File: src/rtl/assert_macros.svh
// assertion macros shared by the lru key cache rtl
`ifndef ASSERT_MACROS_SVH
`define ASSERT_MACROS_SVH

// plain property, checked on every rising edge outside reset
`define LKC_ASSERT(lbl, clk, rstn, prop, msg) \
  lbl: assert property (@(posedge clk) disable iff (!rstn) (prop)) else $error(msg);

// same-cycle implication, checked outside reset
`define LKC_ASSERT_IMP(lbl, clk, rstn, ante, cons, msg) \
  lbl: assert property (@(posedge clk) disable iff (!rstn) (ante) |-> (cons)) else $error(msg);

// next-cycle implication, checked outside reset
`define LKC_ASSERT_NXT(lbl, clk, rstn, ante, cons, msg) \
  lbl: assert property (@(posedge clk) disable iff (!rstn) (ante) |=> (cons)) else $error(msg);

`endif

File: src/rtl/lkc_pkg.sv
// types, codes and widths shared by the lru key cache rtl
package lkc_pkg;

  localparam int KEY_W    = 64;
  localparam int HANDLE_W = 32;
  localparam int CNT_W    = 5;
  localparam int OP_W     = 3;
  localparam int ST_W     = 2;
  localparam int STAT_W   = 64;

  typedef logic [KEY_W-1:0]    key_t;
  typedef logic [HANDLE_W-1:0] handle_t;
  typedef logic [CNT_W-1:0]    cnt_t;
  typedef logic [CNT_W-1:0]    rank_t;
  typedef logic [OP_W-1:0]     op_t;
  typedef logic [ST_W-1:0]     status_t;
  typedef logic [STAT_W-1:0]   stat_t;

  // operation codes
  localparam op_t OP_GET       = 3'd0;
  localparam op_t OP_PUT       = 3'd1;
  localparam op_t OP_REMOVE    = 3'd2;
  localparam op_t OP_EVICT     = 3'd3;
  localparam op_t OP_CLEAR     = 3'd4;
  localparam op_t OP_STATS_RST = 3'd5;

  // status codes
  localparam status_t STS_OK        = 2'd0;
  localparam status_t STS_NOT_FOUND = 2'd1;
  localparam status_t STS_NULL      = 2'd2;
  localparam status_t STS_EMPTY     = 2'd3;

  // recency update applied during the rank sweep
  typedef enum logic [1:0] {
    UPD_NONE      = 2'd0,
    UPD_PROMOTE   = 2'd1,
    UPD_INC_ALL   = 2'd2,
    UPD_DEC_ABOVE = 2'd3
  } upd_mode_t;

  // one entry as read from the store
  typedef struct packed {
    logic    valid;
    key_t    key;
    handle_t handle;
    rank_t   rank;
  } ent_t;

  // controls for the shared compare unit
  typedef struct packed {
    key_t      key;
    upd_mode_t mode;
    rank_t     thr;
    rank_t     last;
    logic      any;
  } ctl_t;

  // compare unit results
  typedef struct packed {
    logic  match;
    logic  oldest;
    logic  free;
    logic  rank_we;
    rank_t new_rank;
    logic  new_oldest;
    key_t  new_old_key;
  } cmp_t;

  // valid bit updates
  typedef struct packed {
    logic set;
    logic clr;
    logic clear_all;
  } vop_t;

endpackage

File: src/rtl/lkc_ifs.sv
// valid/ready channel interfaces for the lru key cache requests and results
interface lkc_in_if;
  import lkc_pkg::*;

  logic    valid;
  logic    ready;
  op_t     op;
  key_t    key;
  handle_t handle_in;

  modport source (output valid, op, key, handle_in, input ready);
  modport sink   (input valid, op, key, handle_in, output ready);
endinterface

interface lkc_out_if;
  import lkc_pkg::*;

  logic    valid;
  logic    ready;
  status_t status;
  handle_t handle_out;
  logic    evicted_valid;
  key_t    evicted_key;
  cnt_t    occupancy;
  key_t    oldest_key;
  stat_t   hits;
  stat_t   misses;

  modport source (output valid, status, handle_out, evicted_valid, evicted_key,
                  occupancy, oldest_key, hits, misses, input ready);
  modport sink   (input valid, status, handle_out, evicted_valid, evicted_key,
                  occupancy, oldest_key, hits, misses, output ready);
endinterface

File: src/rtl/lkc_entry_store.sv
// entry store: key, handle and rank memories plus per-entry valid bits
`include "assert_macros.svh"

module lkc_entry_store #(
  parameter int ENTRIES = 16,
  parameter int IW      = 4
) (
  input  logic                 clk,
  input  logic                 rst_n,
  input  logic [IW-1:0]        rd_addr,
  output lkc_pkg::ent_t        ent_o,
  input  logic                 kh_we,
  input  logic [IW-1:0]        kh_addr,
  input  lkc_pkg::key_t        kh_key,
  input  lkc_pkg::handle_t     kh_handle,
  input  logic                 rk_we,
  input  logic [IW-1:0]        rk_addr,
  input  lkc_pkg::rank_t       rk_val,
  input  lkc_pkg::vop_t        vop,
  input  logic [IW-1:0]        set_addr,
  input  logic [IW-1:0]        clr_addr
);
  import lkc_pkg::*;

  key_t    key_mem    [ENTRIES];
  handle_t handle_mem [ENTRIES];
  rank_t   rank_mem   [ENTRIES];
  logic [ENTRIES-1:0] valid_r;

  always_ff @(posedge clk) begin
    if (kh_we) begin
      key_mem[kh_addr]    <= kh_key;
      handle_mem[kh_addr] <= kh_handle;
    end
    if (rk_we) begin
      rank_mem[rk_addr] <= rk_val;
    end
  end

  // registered read port
  always_ff @(posedge clk) begin
    ent_o.valid  <= valid_r[rd_addr];
    ent_o.key    <= key_mem[rd_addr];
    ent_o.handle <= handle_mem[rd_addr];
    ent_o.rank   <= rank_mem[rd_addr];
  end

  // set after clear so a slot reused in the same cycle ends valid
  always_ff @(posedge clk) begin
    if (!rst_n) begin
      valid_r <= '0;
    end else if (vop.clear_all) begin
      valid_r <= '0;
    end else begin
      if (vop.clr) begin
        valid_r[clr_addr] <= 1'b0;
      end
      if (vop.set) begin
        valid_r[set_addr] <= 1'b1;
      end
    end
  end

  `LKC_ASSERT_IMP(a_set_free, clk, rst_n, vop.set && !vop.clear_all, !valid_r[set_addr] || (vop.clr && clr_addr == set_addr), "insert into an occupied slot")

endmodule

File: src/rtl/lkc_cmp_unit.sv
// shared compare unit: key match, oldest test and rank update for one entry
module lkc_cmp_unit #(
  parameter int IW = 4
) (
  input  lkc_pkg::ent_t  ent,
  input  logic [IW-1:0]  idx,
  input  lkc_pkg::ctl_t  ctl,
  input  logic           zero_en,
  input  logic [IW-1:0]  zero_idx,
  output lkc_pkg::cmp_t  res
);
  import lkc_pkg::*;

  logic zt;

  assign zt = zero_en && (idx == zero_idx);

  always_comb begin
    res.match       = ent.valid && (ent.key == ctl.key);
    res.oldest      = ent.valid && (ent.rank == ctl.last);
    res.free        = !ent.valid;
    res.rank_we     = 1'b0;
    res.new_rank    = ent.rank;
    res.new_old_key = zt ? ctl.key : ent.key;
    if (zt) begin
      // promoted or freshly inserted entry becomes newest
      res.rank_we  = 1'b1;
      res.new_rank = '0;
    end else if (ent.valid) begin
      res.rank_we = 1'b1;
      unique case (ctl.mode)
        UPD_PROMOTE: begin
          if (ent.rank < ctl.thr) res.new_rank = ent.rank + rank_t'(1);
        end
        UPD_INC_ALL: begin
          res.new_rank = ent.rank + rank_t'(1);
        end
        UPD_DEC_ABOVE: begin
          if (ent.rank > ctl.thr) res.new_rank = ent.rank - rank_t'(1);
        end
        default: begin
          res.new_rank = ent.rank;
        end
      endcase
    end
    res.new_oldest = res.rank_we && ctl.any && (res.new_rank == ctl.last);
  end

endmodule

File: src/rtl/lru_key_cache_core.sv
// top level of the fully associative lru key cache
// lru key cache: ENTRIES-deep fully associative key -> handle cache with
// least recently used replacement
// - in_req carries op, key and handle_in; a request is taken when valid and
//   ready are high on a rising edge. ready is high only while the sequencer
//   is idle, so one request is in flight at a time
// - out_rsp returns exactly one result per request: status, handle_out,
//   evicted_valid/evicted_key, occupancy, oldest_key and the wrapping hit
//   and miss counters
// - cfg_we/cfg_data write the capacity register (reset 16); write it only
//   while no request is in flight
// - each request takes two sweeps over the entry store (find key, oldest and
//   free slot; then update ranks) with a decide state between them, then a
//   done state that loads the result and an idle state; a new request is
//   taken only after the last one has left the done state; the single store
//   read port and the shared compare unit serialise each sweep over the entries
// - the result register holds a finished result while the sink stalls; the
//   next request is accepted meanwhile, and its result waits in the done
//   state until the register frees up
// - synchronous reset empties the cache, zeroes the counters and restores
//   capacity; key, handle and rank memories are not cleared
`include "assert_macros.svh"

module lru_key_cache_core #(
  parameter int ENTRIES = 16
) (
  input  logic                     clk,
  input  logic                     rst_n,
  lkc_in_if.sink                   in_req,
  lkc_out_if.source                out_rsp,
  input  logic                     cfg_we,
  input  logic [lkc_pkg::CNT_W-1:0] cfg_data
);
  import lkc_pkg::*;

  localparam int IW = (ENTRIES > 1) ? $clog2(ENTRIES) : 1;
  localparam logic [IW:0]   N_CNT    = (IW+1)'(ENTRIES);
  localparam logic [IW-1:0] LAST_IDX = IW'(ENTRIES - 1);
  // capacity saturates at the store depth and at the register range
  localparam cnt_t CAP_MAX = cnt_t'((ENTRIES < 31) ? ENTRIES : 31);

  typedef enum logic [4:0] {
    ST_IDLE   = 5'b00001,
    ST_SCAN   = 5'b00010,
    ST_DECIDE = 5'b00100,
    ST_UPDATE = 5'b01000,
    ST_DONE   = 5'b10000
  } state_t;

  state_t state_r, state_nxt;

  // sweep counter and read pipeline
  logic [IW:0]   cnt_r;
  logic          pv_r;
  logic [IW-1:0] pidx_r;
  logic [IW-1:0] rd_addr;
  logic          sweep_end;

  // captured request
  op_t     op_r;
  key_t    key_r;
  handle_t hin_r;

  // architectural state
  cnt_t  cap_r;
  cnt_t  cap_eff;
  cnt_t  count_r;
  stat_t hits_r;
  stat_t misses_r;

  // scan results: matching entry, oldest entry, first free slot
  logic          mf_r, of_r, ff_r;
  logic [IW-1:0] m_idx_r, o_idx_r, f_idx_r;
  rank_t         m_rank_r;
  handle_t       m_hnd_r, o_hnd_r;
  key_t          o_key_r;

  // decisions held for the rank sweep and the result
  upd_mode_t     mode_r;
  rank_t         thr_r;
  logic          zero_en_r;
  logic [IW-1:0] zero_idx_r;
  status_t       sts_r;
  handle_t       hout_r;
  logic          evv_r;
  key_t          evk_r;
  key_t          nok_r;

  // result register
  logic    out_valid_r;
  status_t out_sts_r;
  handle_t out_hout_r;
  logic    out_evv_r;
  key_t    out_evk_r;
  cnt_t    out_occ_r;
  key_t    out_old_r;
  stat_t   out_hits_r;
  stat_t   out_miss_r;

  // decide-cycle combinational outputs
  status_t       d_sts;
  handle_t       d_hout;
  logic          d_evv;
  key_t          d_evk;
  upd_mode_t     d_mode;
  rank_t         d_thr;
  logic          d_zero_en;
  logic [IW-1:0] d_zero_idx;
  vop_t          d_vop;
  logic [IW-1:0] d_set_addr, d_clr_addr;
  logic          d_kh_we;
  cnt_t          d_count;
  logic          d_hit, d_miss, d_stats_clr;
  logic          evict;
  logic [IW-1:0] ins_idx;

  vop_t  vop;
  ent_t  ent;
  ctl_t  ctl;
  cmp_t  cmp;
  logic  out_free;

  assign in_req.ready = (state_r == ST_IDLE);
  assign out_free     = !out_valid_r || out_rsp.ready;
  assign rd_addr      = (cnt_r < N_CNT) ? cnt_r[IW-1:0] : '0;
  assign sweep_end    = pv_r && (pidx_r == LAST_IDX);

  always_comb begin
    if (cap_r == '0)          cap_eff = cnt_t'(1);
    else if (cap_r > CAP_MAX) cap_eff = CAP_MAX;
    else                      cap_eff = cap_r;
  end

  // count_r - 1 is the oldest rank before the decide cycle and after it
  assign ctl.key  = key_r;
  assign ctl.mode = mode_r;
  assign ctl.thr  = thr_r;
  assign ctl.last = count_r - cnt_t'(1);
  assign ctl.any  = (count_r != '0);

  lkc_entry_store #(
    .ENTRIES (ENTRIES),
    .IW      (IW)
  ) u_store (
    .clk       (clk),
    .rst_n     (rst_n),
    .rd_addr   (rd_addr),
    .ent_o     (ent),
    .kh_we     (d_kh_we && (state_r == ST_DECIDE)),
    .kh_addr   (ins_idx),
    .kh_key    (key_r),
    .kh_handle (hin_r),
    .rk_we     ((state_r == ST_UPDATE) && pv_r && cmp.rank_we),
    .rk_addr   (pidx_r),
    .rk_val    (cmp.new_rank),
    .vop       (vop),
    .set_addr  (d_set_addr),
    .clr_addr  (d_clr_addr)
  );

  lkc_cmp_unit #(
    .IW (IW)
  ) u_cmp (
    .ent      (ent),
    .idx      (pidx_r),
    .ctl      (ctl),
    .zero_en  (zero_en_r),
    .zero_idx (zero_idx_r),
    .res      (cmp)
  );

  assign vop.set       = d_vop.set && (state_r == ST_DECIDE);
  assign vop.clr       = d_vop.clr && (state_r == ST_DECIDE);
  assign vop.clear_all = d_vop.clear_all && (state_r == ST_DECIDE);

  // put of a new key: evict the oldest when full, reuse the lower slot
  assign evict   = (count_r >= cap_eff) && of_r;
  assign ins_idx = (evict && (!ff_r || (o_idx_r < f_idx_r))) ? o_idx_r : f_idx_r;

  // decide: act on the scan results
  always_comb begin
    d_sts       = STS_OK;
    d_hout      = '0;
    d_evv       = 1'b0;
    d_evk       = '0;
    d_mode      = UPD_NONE;
    d_thr       = '0;
    d_zero_en   = 1'b0;
    d_zero_idx  = m_idx_r;
    d_vop       = '0;
    d_set_addr  = ins_idx;
    d_clr_addr  = m_idx_r;
    d_kh_we     = 1'b0;
    d_count     = count_r;
    d_hit       = 1'b0;
    d_miss      = 1'b0;
    d_stats_clr = 1'b0;
    unique case (op_r)
      OP_GET: begin
        if (mf_r) begin
          d_hout    = m_hnd_r;
          d_mode    = UPD_PROMOTE;
          d_thr     = m_rank_r;
          d_zero_en = 1'b1;
          d_hit     = 1'b1;
        end else begin
          d_sts  = STS_NOT_FOUND;
          d_miss = 1'b1;
        end
      end
      OP_PUT: begin
        if (hin_r == '0) begin
          d_sts = STS_NULL;
        end else if (mf_r) begin
          d_mode    = UPD_PROMOTE;
          d_thr     = m_rank_r;
          d_zero_en = 1'b1;
        end else begin
          d_mode = UPD_INC_ALL;
          if (evict) begin
            d_evv      = 1'b1;
            d_evk      = o_key_r;
            d_hout     = o_hnd_r;
            d_vop.clr  = 1'b1;
            d_clr_addr = o_idx_r;
          end
          if (evict || ff_r) begin
            d_vop.set  = 1'b1;
            d_kh_we    = 1'b1;
            d_zero_en  = 1'b1;
            d_zero_idx = ins_idx;
            d_count    = evict ? count_r : count_r + cnt_t'(1);
          end else if (evict) begin
            d_count = count_r - cnt_t'(1);
          end
        end
      end
      OP_REMOVE: begin
        if (mf_r) begin
          d_vop.clr = 1'b1;
          d_count   = count_r - cnt_t'(1);
          d_mode    = UPD_DEC_ABOVE;
          d_thr     = m_rank_r;
        end else begin
          d_sts = STS_NOT_FOUND;
        end
      end
      OP_EVICT: begin
        if (of_r) begin
          d_evv      = 1'b1;
          d_evk      = o_key_r;
          d_hout     = o_hnd_r;
          d_vop.clr  = 1'b1;
          d_clr_addr = o_idx_r;
          d_count    = count_r - cnt_t'(1);
        end else begin
          d_sts = STS_EMPTY;
        end
      end
      OP_CLEAR: begin
        d_vop.clear_all = 1'b1;
        d_count         = '0;
      end
      OP_STATS_RST: begin
        d_stats_clr = 1'b1;
      end
      default: begin
        // unused op codes leave everything alone
        d_sts = STS_OK;
      end
    endcase
  end

  // sequencer
  always_comb begin
    state_nxt = state_r;
    unique case (state_r)
      ST_IDLE:   if (in_req.valid) state_nxt = ST_SCAN;
      ST_SCAN:   if (sweep_end)    state_nxt = ST_DECIDE;
      ST_DECIDE: state_nxt = ST_UPDATE;
      ST_UPDATE: if (sweep_end)    state_nxt = ST_DONE;
      ST_DONE:   if (out_free)     state_nxt = ST_IDLE;
      default:   state_nxt = ST_IDLE;
    endcase
  end

  always_ff @(posedge clk) begin
    if (!rst_n) begin
      state_r  <= ST_IDLE;
      cnt_r    <= '0;
      pv_r     <= 1'b0;
      cap_r    <= cnt_t'(16);
      count_r  <= '0;
      hits_r   <= '0;
      misses_r <= '0;
    end else begin
      state_r <= state_nxt;
      if (cfg_we) begin
        cap_r <= cfg_data;
      end
      unique case (state_r)
        ST_SCAN, ST_UPDATE: begin
          if (cnt_r < N_CNT) cnt_r <= cnt_r + (IW+1)'(1);
          pv_r <= (cnt_r < N_CNT);
        end
        ST_DECIDE: begin
          cnt_r   <= '0;
          pv_r    <= 1'b0;
          count_r <= d_count;
          if (d_stats_clr) begin
            hits_r   <= '0;
            misses_r <= '0;
          end else begin
            if (d_hit)  hits_r   <= hits_r + stat_t'(1);
            if (d_miss) misses_r <= misses_r + stat_t'(1);
          end
        end
        default: begin
          cnt_r <= '0;
          pv_r  <= 1'b0;
        end
      endcase
    end
  end

  // request capture, scan bookkeeping, decisions and rank sweep results
  always_ff @(posedge clk) begin
    pidx_r <= rd_addr;
    unique case (state_r)
      ST_IDLE: begin
        op_r  <= in_req.op;
        key_r <= in_req.key;
        hin_r <= in_req.handle_in;
        mf_r  <= 1'b0;
        of_r  <= 1'b0;
        ff_r  <= 1'b0;
      end
      ST_SCAN: begin
        if (pv_r) begin
          if (cmp.match && !mf_r) begin
            mf_r     <= 1'b1;
            m_idx_r  <= pidx_r;
            m_rank_r <= ent.rank;
            m_hnd_r  <= ent.handle;
          end
          if (cmp.oldest && !of_r) begin
            of_r    <= 1'b1;
            o_idx_r <= pidx_r;
            o_key_r <= ent.key;
            o_hnd_r <= ent.handle;
          end
          if (cmp.free && !ff_r) begin
            ff_r    <= 1'b1;
            f_idx_r <= pidx_r;
          end
        end
      end
      ST_DECIDE: begin
        mode_r     <= d_mode;
        thr_r      <= d_thr;
        zero_en_r  <= d_zero_en;
        zero_idx_r <= d_zero_idx;
        sts_r      <= d_sts;
        hout_r     <= d_hout;
        evv_r      <= d_evv;
        evk_r      <= d_evk;
        nok_r      <= '0;
      end
      ST_UPDATE: begin
        if (pv_r && cmp.new_oldest) nok_r <= cmp.new_old_key;
      end
      default: begin
        nok_r <= nok_r;
      end
    endcase
  end

  // result register
  always_ff @(posedge clk) begin
    if (!rst_n) begin
      out_valid_r <= 1'b0;
    end else if ((state_r == ST_DONE) && out_free) begin
      out_valid_r <= 1'b1;
    end else if (out_rsp.ready) begin
      out_valid_r <= 1'b0;
    end
  end

  always_ff @(posedge clk) begin
    if ((state_r == ST_DONE) && out_free) begin
      out_sts_r  <= sts_r;
      out_hout_r <= hout_r;
      out_evv_r  <= evv_r;
      out_evk_r  <= evk_r;
      out_occ_r  <= count_r;
      out_old_r  <= nok_r;
      out_hits_r <= hits_r;
      out_miss_r <= misses_r;
    end
  end

  assign out_rsp.valid         = out_valid_r;
  assign out_rsp.status        = out_sts_r;
  assign out_rsp.handle_out    = out_hout_r;
  assign out_rsp.evicted_valid = out_evv_r;
  assign out_rsp.evicted_key   = out_evk_r;
  assign out_rsp.occupancy     = out_occ_r;
  assign out_rsp.oldest_key    = out_old_r;
  assign out_rsp.hits          = out_hits_r;
  assign out_rsp.misses        = out_miss_r;

  `LKC_ASSERT(a_count_bound, clk, rst_n, count_r <= CAP_MAX, "occupancy above capacity limit")
  `LKC_ASSERT_NXT(a_hit_count, clk, rst_n, (state_r == ST_DECIDE) && (op_r == OP_GET) && mf_r, hits_r == $past(hits_r) + stat_t'(1), "get hit not counted")
  `LKC_ASSERT_NXT(a_result_load, clk, rst_n, (state_r == ST_DONE) && out_free, out_valid_r && (state_r == ST_IDLE), "finished request not presented")

endmodule

File: src/flat_wrapper.sv
// flat-port wrapper written by rule: the top's interface ports become plain ports
module lru_key_cache_core_flat import lkc_pkg::*;
#(
  parameter int ENTRIES = 16
)
  (clk, rst_n, cfg_we, cfg_data, in_req_valid, in_req_op, in_req_key, in_req_handle_in, in_req_ready, out_rsp_valid, out_rsp_status, out_rsp_handle_out, out_rsp_evicted_valid, out_rsp_evicted_key, out_rsp_occupancy, out_rsp_oldest_key, out_rsp_hits, out_rsp_misses, out_rsp_ready);
  lkc_in_if in_req_i ();
  lkc_out_if out_rsp_i ();
  input  logic clk;
  input  logic rst_n;
  input  logic cfg_we;
  input  logic [lkc_pkg::CNT_W-1:0] cfg_data;
  input wire logic [$bits(in_req_i.valid)-1:0] in_req_valid;
  input wire logic [$bits(in_req_i.op)-1:0] in_req_op;
  input wire logic [$bits(in_req_i.key)-1:0] in_req_key;
  input wire logic [$bits(in_req_i.handle_in)-1:0] in_req_handle_in;
  output wire logic [$bits(in_req_i.ready)-1:0] in_req_ready;
  output wire logic [$bits(out_rsp_i.valid)-1:0] out_rsp_valid;
  output wire logic [$bits(out_rsp_i.status)-1:0] out_rsp_status;
  output wire logic [$bits(out_rsp_i.handle_out)-1:0] out_rsp_handle_out;
  output wire logic [$bits(out_rsp_i.evicted_valid)-1:0] out_rsp_evicted_valid;
  output wire logic [$bits(out_rsp_i.evicted_key)-1:0] out_rsp_evicted_key;
  output wire logic [$bits(out_rsp_i.occupancy)-1:0] out_rsp_occupancy;
  output wire logic [$bits(out_rsp_i.oldest_key)-1:0] out_rsp_oldest_key;
  output wire logic [$bits(out_rsp_i.hits)-1:0] out_rsp_hits;
  output wire logic [$bits(out_rsp_i.misses)-1:0] out_rsp_misses;
  input wire logic [$bits(out_rsp_i.ready)-1:0] out_rsp_ready;
  assign in_req_i.valid = in_req_valid;
  assign in_req_i.op = in_req_op;
  assign in_req_i.key = in_req_key;
  assign in_req_i.handle_in = in_req_handle_in;
  assign in_req_ready = in_req_i.ready;
  assign out_rsp_valid = out_rsp_i.valid;
  assign out_rsp_status = out_rsp_i.status;
  assign out_rsp_handle_out = out_rsp_i.handle_out;
  assign out_rsp_evicted_valid = out_rsp_i.evicted_valid;
  assign out_rsp_evicted_key = out_rsp_i.evicted_key;
  assign out_rsp_occupancy = out_rsp_i.occupancy;
  assign out_rsp_oldest_key = out_rsp_i.oldest_key;
  assign out_rsp_hits = out_rsp_i.hits;
  assign out_rsp_misses = out_rsp_i.misses;
  assign out_rsp_i.ready = out_rsp_ready;
  lru_key_cache_core #(.ENTRIES(ENTRIES)) u_core (.clk(clk), .rst_n(rst_n), .in_req(in_req_i), .out_rsp(out_rsp_i), .cfg_we(cfg_we), .cfg_data(cfg_data));
endmodule
File: config.mk
export PLATFORM = sky130hd
export DESIGN_NAME = lru_key_cache_core_flat
export DESIGN_NICKNAME = d
export VERILOG_FILES = /design/src/rtl/lkc_pkg.sv /design/src/rtl/lkc_ifs.sv /design/src/rtl/lkc_entry_store.sv /design/src/rtl/lkc_cmp_unit.sv /design/src/rtl/lru_key_cache_core.sv /design/src/flat_wrapper.sv
export VERILOG_INCLUDE_DIRS = /design/src /design/src/rtl
export SDC_FILE = /design/constraint.sdc
export NUM_CORES = 2
export LEC_CHECK = 0
export BUFFER_PORTS_ARGS = -buffer_cell sky130_fd_sc_hd__buf_2
export CORE_MARGIN = 2
export CORE_UTILIZATION = 46
export DETAILED_ROUTE_END_ITERATION = 8
export PLACE_DENSITY_LB_ADDON = 0.3
export SETUP_SLACK_MARGIN = 0.5
export SLEW_MARGIN = 0
export SYNTH_ARGS = -nofsm -noshare
export SYNTH_HDL_FRONTEND = slang
export SYNTH_SLANG_ARGS = --single-unit
File: constraint.sdc
create_clock -name clk -period 19.34 [get_ports clk]
set_input_delay 0.967 -clock clk [delete_from_list [all_inputs] [get_ports clk]]
set_output_delay 0.967 -clock clk [all_outputs]
set_load 0.02 [all_outputs]
==> results by stage <==
CTS:
- The master cell of the clock root buffer is sky130_fd_sc_hd__clkbuf_16.
- In this run the number of H-tree levels came out at 5.
- After clock tree synthesis, the clock-pin slew on the worst setup and hold paths is 0.06 ns.
- The longest clock path from root to sink contains 4 buffers.
- The clock latency reported for the late side of the worst-skew pair is 0.94 ns.
- After clock tree synthesis, the flow added hold-fix buffers numbering 0.
- The CTS buffer count is 285.
- The number of setup buffers added after CTS is 0.
- In this run, post-CTS repair resized a total of 0 instances.
- The sink count of the clock tree is 2606.
- The TritonCTS clock tree is yes.

STA:
- The post-route worst hold slack is 0.206 ns.
- The post-route clock skew is 0.0766 ns.
- The number of pins with negative max-slew slack in the final report was 0.
- The count of endpoints failing setup in the final report is 0.
- For the pin with the worst max-slew slack, the measured transition is 1.26 ns.
- The post-layout minimum cycle time is 5.85 ns.
- After layout, the worst path uses 30.2% of the clock period.
- Measured against its own limit, the worst slew margin works out to 15.8%.
- The total count of hold-check failures in the final report was 0.
- Setup repair after global routing left no endpoint under its margin.
- Setup total negative slack on the finished layout was measured at 0 ns.
- Static timing analysis puts the maximum clock frequency at 171 MHz.

Drt:
- The first routing iteration left 6238 violations.
- In the routed design, unresolved DRC markers number 0.
- The number of search-and-repair iterations in the first detailed-routing pass is 5.
- Across all layers, the routed design uses 56400 vias.
- The routed wire length per instance is 26.4 um.
- The number of antenna-violating nets in the routed design is 0.
- The total detailed-routing wirelength is 254 mm.
- The mean number of vias per cell is 5.86.

Global route:
- The first global-routing pass estimated 369 mm of wire.
- The initial antenna violation count is 20.
- Global routing used 22.8% of the available tracks across all layers.
- The number of global-route vias before repair is 55000.
- The leftover overflow at the end of global routing is 0.
- Entering global routing, the biggest net connects 178 pins.

Worst setup path:
- The critical path contains buffers and inverters numbering 3 combined.
- The minimum setup slack among reg-to-reg paths is 13.49 ns.
- The delay of the slowest cell on the worst path is 1.02 ns.
- The arrival time of data at the critical path endpoint is 6.40 ns.
- By startpoint and endpoint, the worst setup path is classified as reg -> reg.
- The worst setup path is launched from a flip-flop.
- The element type at the critical path end is a flip-flop.
- The signal on the critical path passes through inv_1 -> ha_1 -> nand2b_1 -> a21o_1 -> a21oi_1 -> o21ai_0 -> nand2_1 -> mux2i_1 -> nor2_4 -> buf_4 -> buf_4.
- Data on the critical path is required at its endpoint by 19.89 ns.
- Among cell families on the critical path, the largest total delay comes from simple AND/OR/NAND/NOR gates.
- The origin of the critical flop-to-flop path is u_core.count_r[0]$_SDFFE_PN0P_.
- In this run the critical register-to-register path is captured at u_core.u_store.key_mem[3][47]$_DFFE_PP_.
- The critical path's slowest cell is sky130_fd_sc_hd__nor2_4.
- The worst register-to-register path has a depth of 11.
- The cell that appears most often on the critical path is sky130_fd_sc_hd__buf_4.
- In this run the worst path has a maximum fanout of 35.

Flow run:
- The reported max-cap violation count is 0.

Layout:
- The layout cell share with drive strength beyond 1 is 20.5%.
- The synthesis-to-layout area growth is 14.6%.
- The final cell count without fillers is 9622.
- For this run, the post-layout net count is 6725.
- The sequential cell area is 75500 um2.
- The fill cell instance count of the final layout is 17000.
- The footprint of the multi-input gates is 21800 um2.

Yosys:
- Summing every instance area after synthesis gives 98700 um2.
- The count of synthesis-stage warnings from yosys is 0.
- For this run, asynchronously set or reset flops after synthesis account for 0%.
- The number of different library cells used by synthesis comes to 78.
- The most used flip-flop cell after synthesis is sky130_fd_sc_hd__edfxtp_1.
- The largest total area in the synthesized netlist belongs to sky130_fd_sc_hd__edfxtp_1.
- After synthesis the netlist holds a flip-flop and latch count of 2606.
- The synthesized netlist cell count is 6135.
- The fraction of the yosys area taken by sequential cells is 76.6%.
- The synthesized area divided by synthesized cell count is 16.1 um2.
- The number of synthesized flops with an enable pin is 2334.
- In this run the biggest area consumer among cell types represents 71.0% of the synthesized area.
- By area the synthesized netlist is led by sky130_fd_sc_hd__edfxtp_1 71%, sky130_fd_sc_hd__dfxtp_1 5.5%, sky130_fd_sc_hd__mux2_2 4.7%.
- The post-synthesis net count is 6265.

Floorplanning:
- The placement row count is 169.
- In this run the count of I/O pins placed on the die edge is 407.
- The die is 467 um wide.
- The floorplan step set the die height to 467 um.
- In this run the standard cell core region covers 213000 um2.
- The floorplan step defined a die boundary enclosing 218000 um2.
- Once the floorplan was initialized, standard cells occupied 46.4% of the core.

Hold path:
- The path with the worst hold slack has its endpoint at u_core.key_r[52]$_DFFE_PP_.
- The class of the most critical hold timing path is in -> reg.
- The startpoint identified for the worst hold timing path is in_req_key[52].
- Along the worst hold path, the cell count comes to 1.

Placement:
- The count of buffers from port buffering is 406.
- The post-placement cell count is 9129.
- The final RePlAce weighted congestion is 0.879.
- The HPWL after detailed placement is 146 mm.

Power:
- IR analysis of the VDD net gives a maximum drop of 0.0000901 V.
- In this run the power density over the cells is 116 nW/um2.
- Summed over all cells, the static leakage comes to 36.3 nW.

Outcome:
- The run finished with clean final reports.
[synth_stat cells, types with 7 or more instances]
cell type,n
sky130_fd_sc_hd__o22ai_1,8
sky130_fd_sc_hd__buf_1,63
sky130_fd_sc_hd__mux2i_1,220
sky130_fd_sc_hd__and4_1,11
sky130_fd_sc_hd__or3_1,35
sky130_fd_sc_hd__inv_1,60
sky130_fd_sc_hd__or4_1,7
sky130_fd_sc_hd__a31oi_1,7
sky130_fd_sc_hd__a22o_1,36
sky130_fd_sc_hd__a21oi_1,532
sky130_fd_sc_hd__a221oi_1,105
sky130_fd_sc_hd__o21ai_0,354
sky130_fd_sc_hd__clkbuf_1,276
sky130_fd_sc_hd__xnor2_1,73
sky130_fd_sc_hd__a22oi_1,107
sky130_fd_sc_hd__o221ai_1,8
sky130_fd_sc_hd__nand3_1,86
sky130_fd_sc_hd__nor4_1,20
sky130_fd_sc_hd__nand2b_1,27
sky130_fd_sc_hd__o21ai_1,7
sky130_fd_sc_hd__nor2_1,194
sky130_fd_sc_hd__mux2_2,409
sky130_fd_sc_hd__nor3b_1,7
sky130_fd_sc_hd__nor2b_1,29
sky130_fd_sc_hd__ha_1,21
sky130_fd_sc_hd__dfxtp_1,272
sky130_fd_sc_hd__a21o_1,10
sky130_fd_sc_hd__nor3_1,26
sky130_fd_sc_hd__edfxtp_1,2334
sky130_fd_sc_hd__and3_1,91
sky130_fd_sc_hd__nand4_1,33
sky130_fd_sc_hd__a32o_1,104
sky130_fd_sc_hd__o211ai_1,20
sky130_fd_sc_hd__nand2_1,341
sky130_fd_sc_hd__xor2_1,83
sky130_fd_sc_hd__buf_2,13
sky130_fd_sc_hd__and2_1,18
[placed cells by master (no fill, tap or decap), types with 34 or more instances in the layout]
master	n
sky130_fd_sc_hd__a32o_1	104
sky130_fd_sc_hd__clkbuf_1	65
sky130_fd_sc_hd__buf_4	111
sky130_fd_sc_hd__nand3_1	86
sky130_fd_sc_hd__nor2_1	177
sky130_fd_sc_hd__or3_1	35
sky130_fd_sc_hd__clkbuf_16	293
sky130_fd_sc_hd__mux2i_1	220
sky130_fd_sc_hd__clkinv_2	44
sky130_fd_sc_hd__clkinv_1	34
sky130_fd_sc_hd__a21oi_1	532
sky130_fd_sc_hd__xnor2_1	73
sky130_fd_sc_hd__buf_2	406
sky130_fd_sc_hd__dfxtp_1	268
sky130_fd_sc_hd__a22oi_1	107
sky130_fd_sc_hd__mux2_2	409
sky130_fd_sc_hd__and3_1	91
sky130_fd_sc_hd__inv_1	58
sky130_fd_sc_hd__xor2_1	83
sky130_fd_sc_hd__nand2_1	341
sky130_fd_sc_hd__a22o_1	36
sky130_fd_sc_hd__a221oi_1	105
sky130_fd_sc_hd__edfxtp_1	2334
sky130_fd_sc_hd__o21ai_0	354
[registers in the layout, indices dropped and copies added (netlist names), 16 cells and up]
name                        cells
u_core.evk_r                   64
u_core.hin_r                   32
u_core.hits_r                  64
u_core.hout_r                  32
u_core.key_r                   64
u_core.m_hnd_r                 32
u_core.misses_r                64
u_core.nok_r                   64
u_core.o_hnd_r                 32
u_core.o_key_r                 64
u_core.out_rsp.evicted_key     64
u_core.out_rsp.handle_out      32
u_core.out_rsp.hits            64
u_core.out_rsp.misses          64
u_core.out_rsp.oldest_key      64
u_core.u_store.ent_o          102
u_core.u_store.handle_mem     512
u_core.u_store.key_mem       1024
u_core.u_store.rank_mem        80
u_core.u_store.valid_r         16
[layer usage]
metal | vias to the layer above | track usage [%] | share of wire (%)
met1 | 28800 | 31.8 | 42
met5 | - | 0 | 0.063
met3 | 449 | 4.08 | 7.6
met2 | 2367 | 36.2 | 47
met4 | 24 | 7.54 | 3.1
li1 | 24800 | - | -
[where the power goes]
part           leakage (nW)  internal [mW]  switching [mW]
clock network          4.35           3.07            2.11
logic                  8.89          0.244           0.660
registers              23.0           6.67           0.366
[metrics by stage]
step	power, mW	cell area [um2]	util [%]	setup slack (ns)
3_5_place_dp	8.04	104000	49.0	13.65
5_1_grt	13.5	113000	53.1	13.22
3_3_place_gp	8.00	104000	49.0	13.76
6_report	13.1	113000	53.1	13.49
2_1_floorplan	7.46	98700	-	4.28
4_1_cts	13.2	113000	53.1	13.67
[kinds of logic (layout without fill, tap and decap cells)]
kind of cell / after synthesis / in the layout / synth area share (%)
AO/OA/AOI/OAI: 1351 / 1351 / 8.53
XOR/XNOR: 156 / 156 / 1.38
adder cells (fa/ha/maj): 21 / 21 / 0.266
buffers and inverters: 414 / 1077 / 1.60
flip-flops: 2606 / 2606 / 76.6
multiplexers: 631 / 631 / 6.92
other: 0 / 3 / 0
AND/OR/NAND/NOR: 956 / 956 / 4.74
[final cells by class]
class / count / area share, %
diodes: 3 / 0.00664
clock buffers: 376 / 6.92
clock inverters: 114 / 0.913
inverters: 61 / 0.211
multi-input cells: 3115 / 19.3
flip-flops and latches: 2606 / 66.9
well taps: 2821 / 3.12
repair buffers: 526 / 2.69
[how the worst max path moves through the flow]
stage,startpoint,end,slack [ns],depth (start not counted)
6_report,u_core.count_r[0]$_SDFFE_PN0P_,u_core.u_store.key_mem[3][47]$_DFFE_PP_,13.49,11
4_1_cts,u_core.count_r[0]$_SDFFE_PN0P_,u_core.u_store.key_mem[3][52]$_DFFE_PP_,13.67,11
5_1_grt,u_core.count_r[0]$_SDFFE_PN0P_,u_core.u_store.key_mem[3][47]$_DFFE_PP_,13.22,11
3_5_place_dp,u_core.count_r[0]$_SDFFE_PN0P_,u_core.u_store.key_mem[3][13]$_DFFE_PP_,13.65,11
3_3_place_gp,u_core.count_r[0]$_SDFFE_PN0P_,u_core.u_store.key_mem[3][13]$_DFFE_PP_,13.76,11
2_1_floorplan,out_rsp_ready,u_core.out_rsp.evicted_key[0]$_DFFE_PP_,4.28,2
[worst register-to-register path, stage by stage, from the launching register on]
cell	delay, ns
sky130_fd_sc_hd__dfxtp_1	0.47
sky130_fd_sc_hd__inv_1	0.17
sky130_fd_sc_hd__ha_1	0.30
sky130_fd_sc_hd__nand2b_1	0.09
sky130_fd_sc_hd__a21o_1	0.13
sky130_fd_sc_hd__a21oi_1	0.12
sky130_fd_sc_hd__o21ai_0	0.79
sky130_fd_sc_hd__nand2_1	0.60
sky130_fd_sc_hd__mux2i_1	0.44
sky130_fd_sc_hd__nor2_4	1.03
sky130_fd_sc_hd__buf_4	0.74
sky130_fd_sc_hd__buf_4	0.62
Power figures use the tool's default switching activity.
